--- config.mk ---
export PLATFORM = sky130hd
export DESIGN_NAME = artifact_color_pixel_expander
export DESIGN_NICKNAME = d
export VERILOG_FILES = /design/src/rtl/acpe_pkg.sv /design/src/rtl/acpe_front.sv /design/src/rtl/acpe_queue.sv /design/src/rtl/acpe_back.sv /design/src/rtl/artifact_color_pixel_expander.sv
export SDC_FILE = /design/constraint.sdc
export NUM_CORES = 1
export LEC_CHECK = 0
export ABC_AREA = 1
export ABC_CLOCK_PERIOD_IN_PS = 6200
export BUFFER_PORTS_ARGS = -buffer_cell sky130_fd_sc_hd__buf_2
export CAP_MARGIN = 20
export CORE_MARGIN = 2
export CORE_UTILIZATION = 55
export DETAILED_ROUTE_END_ITERATION = 12
export PLACE_DENSITY = 0.8
export SYNTH_ARGS = -nofsm -noshare
export SYNTH_HDL_FRONTEND = slang
export SYNTH_SLANG_ARGS = --single-unit
--- constraint.sdc ---
create_clock -name clk -period 6.2 [get_ports clk]
set_input_delay 0.62 -clock clk [delete_from_list [all_inputs] [get_ports clk]]
set_output_delay 0.62 -clock clk [all_outputs]
set_load 0.02 [all_outputs]
--- src/rtl/acpe_pkg.sv ---
package acpe_pkg;

	localparam int QUEUE_DEPTH_DEF = 4;

	// raw pair colors and fixed output codes
	localparam logic [1:0] COLOR_BLACK  = 2'd0;
	localparam logic [1:0] COLOR_BLUE   = 2'd1;
	localparam logic [1:0] COLOR_ORANGE = 2'd2;
	localparam logic [1:0] COLOR_WHITE  = 2'd3;

	// configuration register indexes
	localparam logic CFG_ARTIFACT_MODE    = 1'b0;
	localparam logic CFG_BLUE_IS_CODE_ONE = 1'b1;

	typedef struct packed {
		logic artifact_mode;
		logic blue_is_code_one;
	} cfg_t;

	// one word to expand, with its neighbor context
	typedef struct packed {
		logic [7:0] byte_val;
		logic       prev_ok;
		logic [1:0] prev;
		logic       has_next;
		logic [1:0] next;
	} word_job_t;

	// one queue entry: one or two words caused by one input transfer
	typedef struct packed {
		logic      two;
		logic      row_end;
		word_job_t w0;
		word_job_t w1;
	} job_t;

	typedef struct packed {
		logic full;
		logic empty;
	} q_stat_t;

	function automatic logic [1:0] color_code(logic [1:0] raw, cfg_t c);
		logic [1:0] code;
		code = raw;
		if (raw == COLOR_BLUE) begin
			code = c.blue_is_code_one ? COLOR_BLUE : COLOR_ORANGE;
		end else if (raw == COLOR_ORANGE) begin
			code = c.blue_is_code_one ? COLOR_ORANGE : COLOR_BLUE;
		end
		return code;
	endfunction

	function automatic logic [15:0] expand_word(word_job_t j, cfg_t c);
		logic [15:0] word;
		logic [11:0] seq;
		logic [1:0]  raw;
		logic [1:0]  prv;
		logic [1:0]  nxt;
		logic        prev_ok;
		logic        next_ok;
		logic [1:0]  p0;
		logic [1:0]  p1;
		word = '0;
		// left neighbor, the four pairs, right neighbor
		seq  = {j.prev, j.byte_val, j.next};
		for (int k = 0; k < 4; k++) begin
			raw     = seq[9-2*k -: 2];
			prev_ok = (k > 0) ? 1'b1 : j.prev_ok;
			prv     = seq[11-2*k -: 2];
			next_ok = (k < 3) ? 1'b1 : j.has_next;
			nxt     = seq[7-2*k -: 2];
			if (c.artifact_mode) begin
				p0 = (raw != COLOR_BLACK) ? COLOR_BLUE : COLOR_BLACK;
				p1 = p0;
			end else begin
				p0 = color_code(raw, c);
				p1 = p0;
				if (raw == COLOR_BLUE && next_ok &&
				    (nxt == COLOR_ORANGE || nxt == COLOR_WHITE)) begin
					p0 = COLOR_BLACK;
					p1 = COLOR_WHITE;
				end else if (raw == COLOR_ORANGE && prev_ok &&
				             (prv == COLOR_BLUE || prv == COLOR_WHITE)) begin
					p0 = COLOR_WHITE;
					p1 = COLOR_BLACK;
				end
			end
			word[15-4*k -: 4] = {p0, p1};
		end
		return word;
	endfunction

endpackage

--- src/rtl/acpe_front.sv ---
module acpe_front (
	input  logic                clk,
	input  logic                arst_n,
	input  logic                accept,
	input  logic [7:0]          source_byte,
	input  logic                row_end,
	output logic                push,
	output acpe_pkg::job_t      job
);

	logic [7:0] held_byte_q;
	logic       held_valid_q;
	logic [1:0] prior_color_q;
	logic       prior_valid_q;

	acpe_pkg::word_job_t held_word;
	acpe_pkg::word_job_t new_word;

	always_comb begin
		held_word.byte_val = held_byte_q;
		held_word.prev_ok  = prior_valid_q;
		held_word.prev     = prior_color_q;
		held_word.has_next = 1'b1;
		held_word.next     = source_byte[7:6];

		// the new byte follows the held one when there is one
		new_word.byte_val = source_byte;
		new_word.prev_ok  = held_valid_q | prior_valid_q;
		new_word.prev     = held_valid_q ? held_byte_q[1:0] : prior_color_q;
		new_word.has_next = 1'b0;
		new_word.next     = acpe_pkg::COLOR_BLACK;

		job.two     = held_valid_q & row_end;
		job.row_end = row_end;
		job.w0      = held_valid_q ? held_word : new_word;
		job.w1      = new_word;
		push        = accept & (held_valid_q | row_end);
	end

	always_ff @(posedge clk or negedge arst_n) begin
		if (!arst_n) begin
			held_byte_q   <= '0;
			held_valid_q  <= 1'b0;
			prior_color_q <= acpe_pkg::COLOR_BLACK;
			prior_valid_q <= 1'b0;
		end else if (accept) begin
			held_valid_q <= ~row_end;
			if (!row_end) begin
				held_byte_q <= source_byte;
			end
			if (row_end) begin
				prior_color_q <= acpe_pkg::COLOR_BLACK;
				prior_valid_q <= 1'b0;
			end else if (held_valid_q) begin
				prior_color_q <= held_byte_q[1:0];
				prior_valid_q <= 1'b1;
			end
		end
	end

endmodule

--- src/rtl/acpe_queue.sv ---
module acpe_queue #(
	parameter int DEPTH = acpe_pkg::QUEUE_DEPTH_DEF
) (
	input  logic               clk,
	input  logic               arst_n,
	input  logic               push,
	input  acpe_pkg::job_t     push_job,
	input  logic               pop,
	output acpe_pkg::job_t     head_job,
	output acpe_pkg::q_stat_t  stat
);

	localparam int PTR_W = (DEPTH > 1) ? $clog2(DEPTH) : 1;
	localparam int CNT_W = $clog2(DEPTH + 1);

	acpe_pkg::job_t   mem_q [DEPTH];
	logic [PTR_W-1:0] wr_ptr_q;
	logic [PTR_W-1:0] rd_ptr_q;
	logic [CNT_W-1:0] count_q;

	function automatic logic [PTR_W-1:0] bump(logic [PTR_W-1:0] p);
		return (p == PTR_W'(DEPTH - 1)) ? '0 : p + PTR_W'(1);
	endfunction

	assign head_job   = mem_q[rd_ptr_q];
	assign stat.full  = (count_q == CNT_W'(DEPTH));
	assign stat.empty = (count_q == '0);

	always_ff @(posedge clk) begin
		if (push) begin
			mem_q[wr_ptr_q] <= push_job;
		end
	end

	always_ff @(posedge clk or negedge arst_n) begin
		if (!arst_n) begin
			wr_ptr_q <= '0;
			rd_ptr_q <= '0;
			count_q  <= '0;
		end else begin
			if (push) begin
				wr_ptr_q <= bump(wr_ptr_q);
			end
			if (pop) begin
				rd_ptr_q <= bump(rd_ptr_q);
			end
			if (push && !pop) begin
				count_q <= count_q + CNT_W'(1);
			end else if (pop && !push) begin
				count_q <= count_q - CNT_W'(1);
			end
		end
	end

endmodule

--- src/rtl/acpe_back.sv ---
module acpe_back (
	input  logic               clk,
	input  logic               arst_n,
	input  acpe_pkg::cfg_t     cfg,
	input  acpe_pkg::job_t     head_job,
	input  logic               avail,
	output logic               pop,
	output logic               out_valid,
	input  logic               out_ready,
	output logic [15:0]        pixel_word,
	output logic               ends_row,
	output logic               last
);

	logic                phase_q;
	logic                out_valid_q;
	logic [15:0]         word_q;
	logic                ends_row_q;
	logic                last_q;
	logic                load;
	logic                is_final;
	acpe_pkg::word_job_t sel;

	always_comb begin
		load     = avail & (~out_valid_q | out_ready);
		is_final = ~head_job.two | phase_q;
		sel      = phase_q ? head_job.w1 : head_job.w0;
		pop      = load & is_final;
	end

	always_ff @(posedge clk) begin
		if (load) begin
			word_q     <= acpe_pkg::expand_word(sel, cfg);
			ends_row_q <= is_final & head_job.row_end;
			last_q     <= is_final;
		end
	end

	always_ff @(posedge clk or negedge arst_n) begin
		if (!arst_n) begin
			phase_q     <= 1'b0;
			out_valid_q <= 1'b0;
		end else begin
			if (load) begin
				phase_q     <= ~is_final;
				out_valid_q <= 1'b1;
			end else if (out_ready) begin
				out_valid_q <= 1'b0;
			end
		end
	end

	assign out_valid  = out_valid_q;
	assign pixel_word = word_q;
	assign ends_row   = ends_row_q;
	assign last       = last_q;

endmodule

--- src/rtl/artifact_color_pixel_expander.sv ---
// A word passes the job queue and then the output register on its way out; the second word
// of a row-end transfer follows the first. Throughput: one byte per cycle while the queue
// has room; a row-end transfer behind a held byte yields two words, which the single output
// register sends one per cycle while out_ready is high, the job queue absorbing the extra
// word. Reset: arst_n asynchronously clears held byte, row context, queue and output valid,
// and sets artifact_mode to 0 and blue_is_code_one to 1.
module artifact_color_pixel_expander #(
	parameter int QUEUE_DEPTH = acpe_pkg::QUEUE_DEPTH_DEF
) (
	input  logic        clk,
	input  logic        arst_n,
	// configuration write port
	input  logic        cfg_we,
	input  logic        cfg_index,
	input  logic        cfg_data,
	// source byte channel
	input  logic        in_valid,
	output logic        in_ready,
	input  logic [7:0]  source_byte,
	input  logic        row_end,
	// pixel word channel
	output logic        out_valid,
	input  logic        out_ready,
	output logic [15:0] pixel_word,
	output logic        ends_row,
	output logic        last
);

	acpe_pkg::cfg_t    cfg_q;
	acpe_pkg::job_t    push_job;
	acpe_pkg::job_t    head_job;
	acpe_pkg::q_stat_t q_stat;
	logic              accept;
	logic              push;
	logic              pop;

	// Configuration registers: the user must write them only while the block is idle; the
	// block does not enforce it. Read by the back part at the moment a word is expanded.
	always_ff @(posedge clk or negedge arst_n) begin
		if (!arst_n) begin
			cfg_q.artifact_mode    <= 1'b0;
			cfg_q.blue_is_code_one <= 1'b1;
		end else if (cfg_we) begin
			unique case (cfg_index)
				acpe_pkg::CFG_ARTIFACT_MODE:    cfg_q.artifact_mode    <= cfg_data;
				acpe_pkg::CFG_BLUE_IS_CODE_ONE: cfg_q.blue_is_code_one <= cfg_data;
				default: ;
			endcase
		end
	end

	// Accept a byte whenever the queue has room; bytes that only get held
	// take no queue slot.
	assign in_ready = ~q_stat.full;
	assign accept   = in_valid & in_ready;

	// Front: hold each byte until its lookahead arrives, track the row context and
	// turn each transfer that releases words into one queue entry of one or two words.
	acpe_front u_front (
		.clk         (clk),
		.arst_n      (arst_n),
		.accept      (accept),
		.source_byte (source_byte),
		.row_end     (row_end),
		.push        (push),
		.job         (push_job)
	);

	// Short job queue: lets the front keep taking bytes while the output stalls.
	acpe_queue #(
		.DEPTH (QUEUE_DEPTH)
	) u_queue (
		.clk      (clk),
		.arst_n   (arst_n),
		.push     (push),
		.push_job (push_job),
		.pop      (pop),
		.head_job (head_job),
		.stat     (q_stat)
	);

	// Back: while a job waits and the output is free or taken, expand one word per cycle into
	// the output register, advancing to a two-word entry's second word before dropping it.
	acpe_back u_back (
		.clk        (clk),
		.arst_n     (arst_n),
		.cfg        (cfg_q),
		.head_job   (head_job),
		.avail      (~q_stat.empty),
		.pop        (pop),
		.out_valid  (out_valid),
		.out_ready  (out_ready),
		.pixel_word (pixel_word),
		.ends_row   (ends_row),
		.last       (last)
	);

	// A word that ends a row is always the final word of its transfer.
	a_ends_row_is_last: assert property (@(posedge clk) disable iff (!arst_n)
		out_valid && ends_row |-> last)
		else $error("ends_row without last");

	// The first word of a pair is always followed by the second one.
	a_pair_continues: assert property (@(posedge clk) disable iff (!arst_n)
		out_valid && !last |=> out_valid)
		else $error("second word of a pair missing");

	// Queue status stays consistent.
	a_queue_stat: assert property (@(posedge clk) disable iff (!arst_n)
		!(q_stat.full && q_stat.empty))
		else $error("queue both full and empty");

	// Nothing is pushed into a full queue.
	a_no_push_full: assert property (@(posedge clk) disable iff (!arst_n)
		q_stat.full |-> !push)
		else $error("push into full queue");

endmodule
==> After elaboration in Yosys (flattened, before gate mapping) <==
Memories as Yosys holds them, arrays and structs flattened.
Index checks and enable logic that the tools add are counted.
{ "word_totals": {"mem_bits_rw": 108, "input_bits": 16, "latch_bits": 0, "output_inout_bits": 20, "rom_bits": 0, "memories": 1, "regBits": 41} }
{ "memory_table": {"columns": ["memory", "depth", "word_bits", "rd", "rd_ports_with_merged_regs", "wr", "line_no", "rtl"], "rows": [
  ["u_queue.mem_q", 4, 27, 1, 0, 1, "acpe_queue.sv:16", "acpe_pkg::job_t mem_q [DEPTH];"]
]} }
{ "classes": {"mul": 0, "eq_ne": 19, "shifts": 0, "add_sub_neg": 4, "n_div": 0, "magnitude_cmp": 0, "bitwise_logic": 17, "mux": 52, "reduce_logical": 34} }
{ "ops": {"columns": ["op", "n"], "rows": [
  ["two-way mux 2 bit", 38],
  ["two-way mux 14 bit", 2],
  ["equality test 2 bit (second input constant)", 13],
  ["nonzero test 2 bit", 7],
  ["logical AND 1 bit", 12],
  ["equality test 2 x 1 -> 1 bit (second input constant)", 5],
  ["two-way mux 1 bit", 10],
  ["logical OR 1 bit", 8],
  ["AND reduction 2 bit", 4],
  ["NOT 1 bit", 7],
  ["bitwise AND 1 bit", 6],
  ["two-way mux 3 bit", 2],
  ["adder 2 x 1 -> 2 bit (second input constant)", 2],
  ["OR 1 bit", 4],
  ["adder 3 x 1 -> 3 bit (second input constant)", 1],
  ["equality test 3 bit (second input constant)", 1],
  ["zero test 3 bit", 1],
  ["subtractor 3 x 1 -> 3 bit (second input constant)", 1],
  ["zero test 1 bit", 2]
]} }

==> Longest topological paths before layout <==
{ "depth": {"depth_word": 8, "depth_mapped": 14, "mapped_depth_nobuf": 12} }

==> Cells and area by module <==
Synthesis repeated with hierarchy kept, for this count alone.
{ "hier_totals": {"cells_unflattened": 715, "hier_area_um2": 7539.7} }
{ "by_module_without_submodules": {"columns": ["mod", "n_inst", "area_per_inst_um2", "seq_area_each_um2", "cells_each"], "rows": [
  ["acpe_queue", 1, 5223.8, 3778.6, 402],
  ["acpe_back", 1, 1451.4, 590.6, 198],
  ["acpe_front", 1, 762.0, 300.3, 100],
  ["artifact_color_pixel_expander", 1, 102.6, 51.3, 15]
]} }

==> Least setup slack after synthesis <==
Ideal clock, no wire load.
{ "synth_timing": {"path_type": "input to register", "from": "input port out_ready", "to": "register u_queue.count_q[1]", "arrival_time_ns": 2.831, "required_ns": 6.077, "path_slack_ns": 3.246, "n_path_buf": 0, "stages": 8, "setup_ns": 0.123, "path_cell_list": "nor2_1 > a31oi_1 > nand2_2 > ha_1 > inv_1 > fa_1 > nor2_1 > a21oi_1"} }
{ "synth_via": {"elab_chain_cells": 6, "elab_cells_between_ends": 8, "cone_classes": "mux (1); bitwise (3); reduce/logical (4)"} }
{ "synth_lines": {"columns": ["item", "line_no", "rtl"], "rows": [
  ["start, declared", "artifact_color_pixel_expander.sv:23", "input logic out_ready,"],
  ["OR 1 bit (*)", "acpe_back.sv:25", "load = avail & (~out_valid_q | out_ready);"],
  ["bitwise AND 1 bit (*)", "acpe_back.sv:25", null],
  ["via u_back.load", "acpe_back.sv:20", "logic load;"],
  ["bitwise AND 1 bit (*)", "acpe_back.sv:28", "pop = load & is_final;"],
  ["zero test 1 bit", "acpe_queue.sv:47", "if (push && !pop) begin"],
  ["logical AND 1 bit", "acpe_queue.sv:47", null],
  ["two-way mux 3 bit or nonzero test 2 bit (tied branches)", null, null],
  ["end signal, assigned", "acpe_queue.sv:48", "count_q <= count_q + CNT_W'(1);"],
  ["end signal, assigned", "acpe_queue.sv:50", "count_q <= count_q - CNT_W'(1);"],
  ["end, declared", "acpe_queue.sv:19", "logic [CNT_W-1:0] count_q;"]
]} }
Mark *: on every way through the listed nets, which the timed path passes. The rest lies on a longest branch.
A chain may end at the register's enable or synchronous reset.

==> Worst setup path in the final report <==
{ "layout_timing": {"from": "register u_queue.rd_ptr_q[0]", "to": "register u_queue.count_q[2]"} }
{ "layout_via": {"elab_chain_cells": 7, "elab_cells_between_ends": 9, "cone_classes": "mux (1); bitwise (3); reduce/logical (4); memory (1)"} }
{ "layout_lines": {"columns": ["item", "line_no", "rtl"], "rows": [
  ["start, declared", "acpe_queue.sv:18", "logic [PTR_W-1:0] rd_ptr_q;"],
  ["start signal, assigned", "acpe_queue.sv:45", "rd_ptr_q <= bump(rd_ptr_q);"],
  ["memory read (4 x 27 bit) (*)", null, null],
  ["NOT 1 bit (*)", "acpe_back.sv:26", "is_final = ~head_job.two | phase_q;"],
  ["OR 1 bit (*)", "acpe_back.sv:26", null],
  ["via u_back.is_final", "acpe_back.sv:21", "logic is_final;"],
  ["bitwise AND 1 bit (*)", "acpe_back.sv:28", null],
  ["zero test 1 bit", "acpe_queue.sv:47", null],
  ["logical AND 1 bit", "acpe_queue.sv:47", null],
  ["two-way mux 3 bit or nonzero test 2 bit (tied branches)", null, null]
]} }
Marks and branches as above.

==> impl_results.md <==
- Status: finished, final reports clean
- CTS tree: yes
- Initial DRC Count: 307
- Via count: 4234
- Mapped cell area: 6100 um^2
- Post-CTS sizing: 0
- Share of layout cells above drive strength 1: 12.3%
- Initial antenna violation count: 0
- Sequential fraction of the synthesis area: 65.2%
- Initial Util: 56.2%
- Switch share: 38.4%
- Setup tns final: 0 ns
- Ports: 36
- Clock sinks: 136
- Tmin final: 3.06 ns
- Final HPWL DP: 8.04 mm
- Cell internal pwr: 2.24 mW
- Setup crit start: u_queue.rd_ptr_q[0]$_DFFE_PN0P_
- Setup-failing EPs final: 0
- Synth Register Bits: 136
- Vias in the first global route: 4092
- DRT Wirelength: 12.4 mm
- GR Util All Layers: 22.8%
- Synth unique cells: 29
- Met3 wire len: 864 um
- Worst r2r dst: u_queue.count_q[2]$_DFFE_PN0P_
- FILL cells: 819
- Lkg Pwr: 3.08 nW
- Drt first pass iters: 5
- Hold Crit Class: input port to asynchronous set/reset pin
- PwrDens: 526 nW/um^2
- Clock Power Share: 25.0%
- Crit path launch type: flip-flop
- Pins Over Slew Limit: 0
- H-tree Lvls: 4
- Die area: 11900 um^2
- Reg2Reg Depth: 13
- Synth top area share: 56.2%
- Wl on met1: 5.27 mm
- Routed WL per cell: 15.3 um
- PortBufs: 35
- CTS Hold Bufs: 0
- Peak VDD IR: 0.350 mV
- Largest net degree at the start of global routing: 51
- Cell taking the most area after synthesis: edfxtp_1
- Synth area leaders: edfxtp_1 56%, nand2_1 12%, dfrtp_1 8.6%
- First-pass GRT wire length: 19.9 mm
- Net count after synthesis: 640
- Util after Layout: 63.8%
- Drt drc: 0
- Hold Violations, Final: 0
- Reg2reg setup slack: 3.14 ns
- Core area: 10800 um^2
- CP required: 6.66 ns
- Grt total ovfl: 0
- Antenna viol nets, final: 0
- Ys Warns: 0
- Register Area: 3980 um^2
- Max cap viols: 0
- Cells after Synth: 617
- Die Ht: 109 um
- Slew @ Worst Pin: 0.916 ns
- Net switching power: 1.39 mW
- CP max FO: 50
- Via/cell ratio: 5.25
- Fmax: 0.327 GHz
- Routability congestion estimate: 0.862
- Layout area overhead: 13.4%
- Combinational Power Share: 36.3%
- Clk slew on worst S/H paths: 0.06 ns
- Sequential share of power: 38.7%
- Clock Skew: 0.00942 ns
- CTS buffer count: 17
- CTS Buffer Depth: 2
- RSZ-0062 raised after global routing: false
- Setup bufs post-CTS: 0
- Clk Latency, worst-skew pair: 0.54 ns
- Critical Path AT: 3.52 ns
- Uppermost layer routed: met4
- CTS root buffer: clkbuf_8
- Mapped Avg Cell Area: 9.88 um^2
- Met2 WL: 6.06 mm
- Area of the multi-input gates: 1670 um^2
- RR Startpoint: u_queue.rd_ptr_q[0]$_DFFE_PN0P_
- Antenna Cells: 0
- Crit path kind: flip-flop to flip-flop
- Max-slew headroom: 38.9%
- Fin crit share: 49.3%
- CP endpoint kind: flip-flop
- NumNets Final: 676
- Num rows: 38
- Chip width: 109 um
==> layer usage <==
layer  vias to the layer above  GRT usage (%)
met4                         0           8.05
met5                         -              0
met1                      1977           29.3
met3                        15           7.23
li1                       2086              -
met2                       156           36.7
==> final cells by class <==
class                           instances  area share (%)
Multi-Input combinational cell        367            24.1
Inverter                               90            4.89
Timing Repair Buffer                   41            3.29
Clock inverter                         12            1.57
Sequential cell                       136            57.5
Clock buffer                           20            6.15
Tap cell                              140            2.53
==> cell usage in the layout, fill, tap and decap left out, types with 2 or more instances in the layout <==
cell type,synthesis,routed
nand2_1,192,192
edfxtp_1,114,114
inv_1,85,85
nand3_1,69,69
buf_2,10,35
nor2_1,35,31
o21ai_0,24,24
dfrtp_1,21,21
a21oi_1,16,16
clkbuf_16,0,16
o21ai_1,7,7
ha_1,6,6
clkinv_2,0,6
nor2_2,1,5
buf_4,4,5
inv_2,4,4
clkinv_1,1,4
o22ai_1,3,3
a31oi_1,4,3
clkbuf_1,7,3
nand3_2,2,2
o21a_1,2,2
bufinv_16,0,2
==> synthesized netlist by cell type <==
| library cell | instances |
|---|---|
| dfrtp_1 | 21 |
| buf_4 | 4 |
| nand3_2 | 2 |
| inv_2 | 4 |
| a21oi_1 | 16 |
| clkinv_1 | 1 |
| edfxtp_1 | 114 |
| a31oi_1 | 4 |
| o21a_1 | 2 |
| o22ai_1 | 3 |
| ha_1 | 6 |
| nor2_1 | 35 |
| fa_1 | 1 |
| nand3_1 | 69 |
| xor2_1 | 1 |
| nor2_2 | 1 |
| nand2_1 | 192 |
| o21ai_1 | 7 |
| nand2_2 | 1 |
| dfstp_2 | 1 |
| nand4_1 | 1 |
| or2_2 | 1 |
| clkbuf_2 | 1 |
| clkbuf_1 | 7 |
| o21ai_0 | 24 |
| buf_6 | 2 |
| inv_1 | 85 |
| buf_2 | 10 |
| xnor2_1 | 1 |
==> flip-flops by register name, summed over array words and instances (netlist names) <==
register and cells:
cfg_q 2, u_back.ends_row 1, u_back.last 1, u_back.out_valid 1, u_back.phase_q 1, u_back.pixel_word 16
u_front.held_byte_q 8, u_front.held_valid_q 1, u_front.prior_color_q 1, u_front.prior_valid_q 1, u_queue.count_q 3, u_queue.mem_q 96
u_queue.rd_ptr_q 2, u_queue.wr_ptr_q 2
==> kinds of logic after synthesis <==
| kind of cell | Yosys count | synth area share [%] |
|---|---|---|
| buffers and inverters | 114 | 7.74 |
| AND/OR/NAND/NOR | 302 | 20.4 |
| flip-flops | 136 | 65.2 |
| XOR/XNOR | 2 | 0.287 |
| adder cells (fa/ha/maj) | 7 | 1.56 |
| AO/OA/AOI/OAI | 56 | 4.82 |
==> through the flow <==
| stage | worst slack [ns] | hold WS, ns | power, mW | instances | cell area (um^2) |
|---|---|---|---|---|---|
| after global placement | 3.37 | 0.468 | 2.64 | 773 | 6370 |
| after detailed placement | 3.29 | 0.497 | 2.71 | 774 | 6380 |
| after floorplan | 3.25 | 0.324 | 2.39 | 617 | 6100 |
| after CTS | 3.19 | 0.0842 | 3.64 | 806 | 6920 |
| final | 3.14 | 0.0756 | 3.64 | 806 | 6920 |
| after global routing | 2.90 | 0.113 | 3.88 | 806 | 6920 |
==> critical path, cell delays in order (launching register included) <==
cell	delay, ns
dfrtp_1	0.38
buf_4	0.28
inv_2	0.61
o21ai_0	0.17
o22ai_1	0.15
nand2_1	0.13
nand2_2	0.18
ha_1	0.17
inv_1	0.08
fa_1	0.39
nor2_1	0.13
nor2_1	0.05
nand2_1	0.07
xor2_1	0.15
==> power by group through the flow <==
stage / combinational (mW) / clock, mW / sequential, mW
after floorplan: 0.945 / 0 / 1.45
after global placement: 1.23 / 0 / 1.41
after detailed placement: 1.29 / 0 / 1.42
after CTS: 1.31 / 0.918 / 1.41
after global routing: 1.49 / 0.961 / 1.43
final: 1.32 / 0.908 / 1.41
==> how the worst max path moves through the flow <==
stage	slack [ns]	to
after floorplan	3.25	u_queue.count_q[1]$_DFFE_PN0P_
after global placement	3.37	u_queue.mem_q[2][22]$_DFFE_PP_
after detailed placement	3.29	u_queue.count_q[2]$_DFFE_PN0P_
after CTS	3.19	u_queue.count_q[2]$_DFFE_PN0P_
after global routing	2.90	u_queue.count_q[2]$_DFFE_PN0P_
final	3.14	u_queue.count_q[2]$_DFFE_PN0P_
(Power assumes the default switching activity.)
